==> config.mk <==
export PLATFORM = sky130hd
export DESIGN_NAME = sidx_cfg
export DESIGN_NICKNAME = d
export VERILOG_FILES = /design/src/rtl/small_range_index_of_table_defines.svh /design/src/rtl/sidx_pkg.sv /design/src/rtl/sidx_cfg.sv
export SDC_FILE = /design/constraint.sdc
export NUM_CORES = 1
export LEC_CHECK = 0
export BUFFER_PORTS_ARGS = -buffer_cell sky130_fd_sc_hd__clkbuf_2
export CAP_MARGIN = 20
export CELL_PAD_IN_SITES_DETAIL_PLACEMENT = 1
export CELL_PAD_IN_SITES_GLOBAL_PLACEMENT = 1
export CORE_UTILIZATION = 29
export DETAILED_ROUTE_END_ITERATION = 12
export PLACE_DENSITY_LB_ADDON = 0.1
export SYNTH_ARGS = -nofsm -noshare
export SYNTH_HDL_FRONTEND = slang
export SYNTH_SLANG_ARGS = --single-unit
==> constraint.sdc <==
create_clock -name clk -period 1.44 [get_ports clk]
set_input_delay 0.36 -clock clk [delete_from_list [all_inputs] [get_ports clk]]
set_output_delay 0.36 -clock clk [all_outputs]
set_load 0.005 [all_outputs]
==> src/rtl/small_range_index_of_table_defines.svh <==
// Assertion macros shared by the index-of engine RTL.
`ifndef SMALL_RANGE_INDEX_OF_TABLE_DEFINES_SVH
`define SMALL_RANGE_INDEX_OF_TABLE_DEFINES_SVH

// Same-cycle implication, checked on every rising edge outside reset.
`define SIDX_ASSERT_NOW(label, ante, cons) \
    label: assert property (@(posedge clk) disable iff (!rst_n) (ante) |-> (cons)) \
        else $error("sidx assertion failed");

// Next-cycle implication, checked on every rising edge outside reset.
`define SIDX_ASSERT_NEXT(label, ante, cons) \
    label: assert property (@(posedge clk) disable iff (!rst_n) (ante) |=> (cons)) \
        else $error("sidx assertion failed");

`endif

==> src/rtl/sidx_pkg.sv <==
// Package with shared constants, types and helpers of the index-of engine.
`timescale 1ns / 1ps

package sidx_pkg;

    localparam int TABLE_DEPTH    = 4096;
    localparam int POSITION_WIDTH = 16;
    localparam int IDX_W          = $clog2(TABLE_DEPTH);
    localparam int SPAN_W         = $clog2(TABLE_DEPTH + 1);
    localparam int GEN_W          = 8;
    localparam int MEM_W          = GEN_W + POSITION_WIDTH;
    localparam int CFG_ADDR_W     = 5;
    localparam int CFG_DATA_W     = 64;

    localparam logic [1:0] REG_RANGE_MIN  = 2'd0;
    localparam logic [1:0] REG_RANGE_SIZE = 2'd1;
    localparam logic [1:0] REG_KEEP_LAST  = 2'd2;

    typedef enum logic [1:0] {
        MODE_CLEAR = 2'd0,
        MODE_LOAD  = 2'd1,
        MODE_QUERY = 2'd2,
        MODE_SELF  = 2'd3
    } mode_t;

    typedef struct packed {
        logic signed [63:0] range_min;
        logic [12:0]        range_size;
        logic               keep_last;
    } cfg_t;

    function automatic logic [15:0] pos_to_out(input logic [POSITION_WIDTH-1:0] p);
        logic [31:0] w;
        w = 32'(p);
        return w[15:0];
    endfunction

endpackage

==> src/rtl/sidx_cfg.sv <==
// APB-style configuration register file of the index-of engine.
`timescale 1ns / 1ps

module sidx_cfg (
    input  logic                               clk,
    input  logic                               rst_n,
    input  logic                               psel,
    input  logic                               penable,
    input  logic                               pwrite,
    input  logic [sidx_pkg::CFG_ADDR_W-1:0]    paddr,
    input  logic [sidx_pkg::CFG_DATA_W-1:0]    pwdata,
    output logic [sidx_pkg::CFG_DATA_W-1:0]    prdata,
    output logic                               pready,
    output sidx_pkg::cfg_t                     cfg
);
    import sidx_pkg::*;

    cfg_t       cfg_reg;
    cfg_t       cfg_next;
    logic       wr_en;
    logic [1:0] reg_sel;

    assign pready  = 1'b1;
    assign wr_en   = psel && penable && pwrite && pready;
    assign reg_sel = paddr[4:3];

    always_comb
    begin
        cfg_next = cfg_reg;
        if (wr_en)
        begin
            unique case (reg_sel)
                REG_RANGE_MIN:  cfg_next.range_min  = $signed(pwdata);
                REG_RANGE_SIZE: cfg_next.range_size = pwdata[12:0];
                REG_KEEP_LAST:  cfg_next.keep_last  = pwdata[0];
                default:        cfg_next = cfg_reg;
            endcase
        end
    end

    always_comb
    begin
        unique case (reg_sel)
            REG_RANGE_MIN:  prdata = cfg_reg.range_min;
            REG_RANGE_SIZE: prdata = 64'(cfg_reg.range_size);
            REG_KEEP_LAST:  prdata = 64'(cfg_reg.keep_last);
            default:        prdata = '0;
        endcase
    end

    always_ff @(posedge clk or negedge rst_n)
    begin
        if (!rst_n)
        begin
            cfg_reg.range_min  <= '0;
            cfg_reg.range_size <= 13'd4096;
            cfg_reg.keep_last  <= 1'b0;
        end
        else
        begin
            cfg_reg <= cfg_next;
        end
    end

    assign cfg = cfg_reg;

endmodule

==> out/results.ini <==
[synthesis]
synth_commonest_cells=dfrtp_1 (77), mux2_2 (73), and2_1 (51)
ys_async_sr_fraction_pct=100
synth_edf_count=0
yosysSeqAreaShare_pct=55.7
synthCells=257
yosysMostFrequentCell=dfrtp_1
synth_warnings=0
ys_ff_latch=78
syn_nets=331
yosys.area.top_type=dfrtp_1
synth.avg_cell_area_sq_um=13.6
synth_top_area_share_pct=54.9
synthTopCellsByArea=dfrtp_1 (55%), mux2_2 (23%), and2_1 (9.1%)
ys.flop_type=dfrtp_1
ys_types=18
syn_area_sq_mm=0.00351

[grt]
gr-usage-all-layers_pct=16.3
grt_pass1_wl_microns=15800
grt_max_degree=46
antenna_found_initial=0
grt_pass1_vias=2983
grt.overflow.total=0

[clock_tree]
clock_latency_ps=330
cts-root-buf=clkbuf_16
cts_tree=built
cts_buffers=9
clkTransAtPathRegs_ps=60
cts_num_sinks=78
htree_levels=3
clockBufferDepth=2

[floorplan]
rows=39
fp.dieW_microns=112
design.core.area_sq_mm=0.0116
initial_core_util_pct=30.2
dieHeight_microns=112
dieArea_sq_mm=0.0125
ios=217

[setup_path]
crit_chain=buf_12 -> nor2_4 -> buf_12 -> clkbuf_16 -> and2_4 -> clkbuf_2
cp_slowest_stage_delay_ps=160
crit_top_cell=buf_12
endpoint_kind=primary output
crit_path_max_fanout=7
criticalPathCategory=input port to primary output
slowest_stage=clkbuf_16
start_kind=input port
critPathRequiredTime_ps=1080
cp.arrival_ps=1140

[detailed_routing]
wl_met1_microns=4600
wl_per_cell_microns=16.4
routed_wirelength_microns=10700
drtIter0Drc=87
drc=11
highest_layer=met4
viasPerCell=4.48
wl_met2_microns=5200
firstDrtPassIters=8
vias=2937
antenna_left=0
wl_met3_microns=763

[finish]
finalNetCount=581
instances_no_fill=655
drive_above_1_share_pct=74.0
largest_reg_flops=78
antennaDiodeCount=0
syn2layout_area_growth_pct=64.8
final_core_util_pct=49.8

[timing]
slew_viol_final=0
fmax_mhz=667
rsz0062_at_grt=yes
finalSetupTns_ps=-1890
hold_viol=0
post-route-min-period_ps=1500
setup_slack_ps=-58.8
setup_viol=53
fin_skew_ps=0
fin_crit_sh_pct=104

[placed_design]
dp_slack_ps=-181
post-place-cells=613
gp_congestion=0.725
port_buffers=212
dp_hpwl_microns=7460

[worst_hold_path]
hp-class=input port to register

[pwr]
p_leak_nw=3.01
vdd_drop_max_mv=0.487
power.density_mw_per_mm2=1320

[job]
cap_violations=0

[status]
status=finished with violations
violations=DRC, setup timing

[layout make-up]
| type | count | area, sq um |
|---|---|---|
| Clock inverter | 4 | 70.1 |
| Sequential cell | 78 | 1950 |
| Tap cell | 143 | 179 |
| Timing Repair Buffer | 256 | 1750 |
| Clock buffer | 12 | 246 |
| Fill cell | 1283 | 5840 |
| Multi-Input combinational cell | 162 | 1580 |
[worst max-delay path: cells and delay by family]
family / cells / cell delay, ps
buffers and inverters: 4 / 520
and+or+nand+nor: 2 / 250
[power breakdown]
group / leakage [nW] / internal (W) / switching (W) / total (W)
combinational: 1.90 / 0.00136 / 0.000752 / 0.00212
sequential: 0.955 / 0.00271 / 0.000411 / 0.00312
clock: 0.157 / 0.00156 / 0.000851 / 0.00241
[layout by cell type (no fill, tap or decap), types with 5 or more instances in the layout]
cell type	count
dfrtp_1	77
and2_1	23
and2_4	28
mux2_4	15
buf_2	5
clkbuf_16	12
nor2_1	12
buf_6	28
clkbuf_2	179
buf_12	9
buf_4	29
mux2i_1	13
mux2_2	62
[what timing repair did]
item                                   CTS  global route
setup endpoints to repair               64            64
gates cloned                             0             5
endpoints found under the hold margin   17             0
resized for setup                        6            70
hold buffers                             1             0
pin swaps                                1             7
setup buffers                            4            16
[worst paths after layout]
check                      slack (ps)                start  cells after the start             endpoint
max in group asynchronous         480                rst_n                      3   cfg[9]$_DFFE_PN0P_
setup / recovery                  -60             paddr[4]                      6           prdata[39]
setup reg to reg                  520  cfg[14]$_DFFE_PN0P_                      2  cfg[14]$_DFFE_PN0P_
hold / removal                    250           pwdata[30]                      2  cfg[44]$_DFFE_PN0P_
hold reg to reg                   520  cfg[35]$_DFFE_PN0P_                      1  cfg[35]$_DFFE_PN0P_
min in group asynchronous         470                rst_n                      2  cfg[73]$_DFFE_PN0P_
[kinds of logic after synthesis]
kind of cell	Yosys count	synth area share, %
muxes	91	28.8
buffers and inverters	17	3.42
AOI/OAI and AO/OA	1	0.143
DFF	78	55.7
other	1	0.107
and+or+nand+nor	69	11.9
[layer usage]
layer | global-route usage, % | vias up
li1 | - | 1362
met1 | 20.1 | 1437
met2 | 26.9 | 124
met3 | 4.30 | 14
met4 | 7.20 | 0
met5 | 0 | -
[per-stage QoR]
step	power (W)	hold WS (ps)	cell area (sq um)
after global routing	0.00808	244	5780
after detailed placement	0.00492	278	4930
after CTS	0.00744	239	5310
final	0.00765	246	5780
after floorplan	0.00386	64.4	3590
after global placement	0.00486	277	4930
Note: power is estimated with default switching activity, not from simulation.
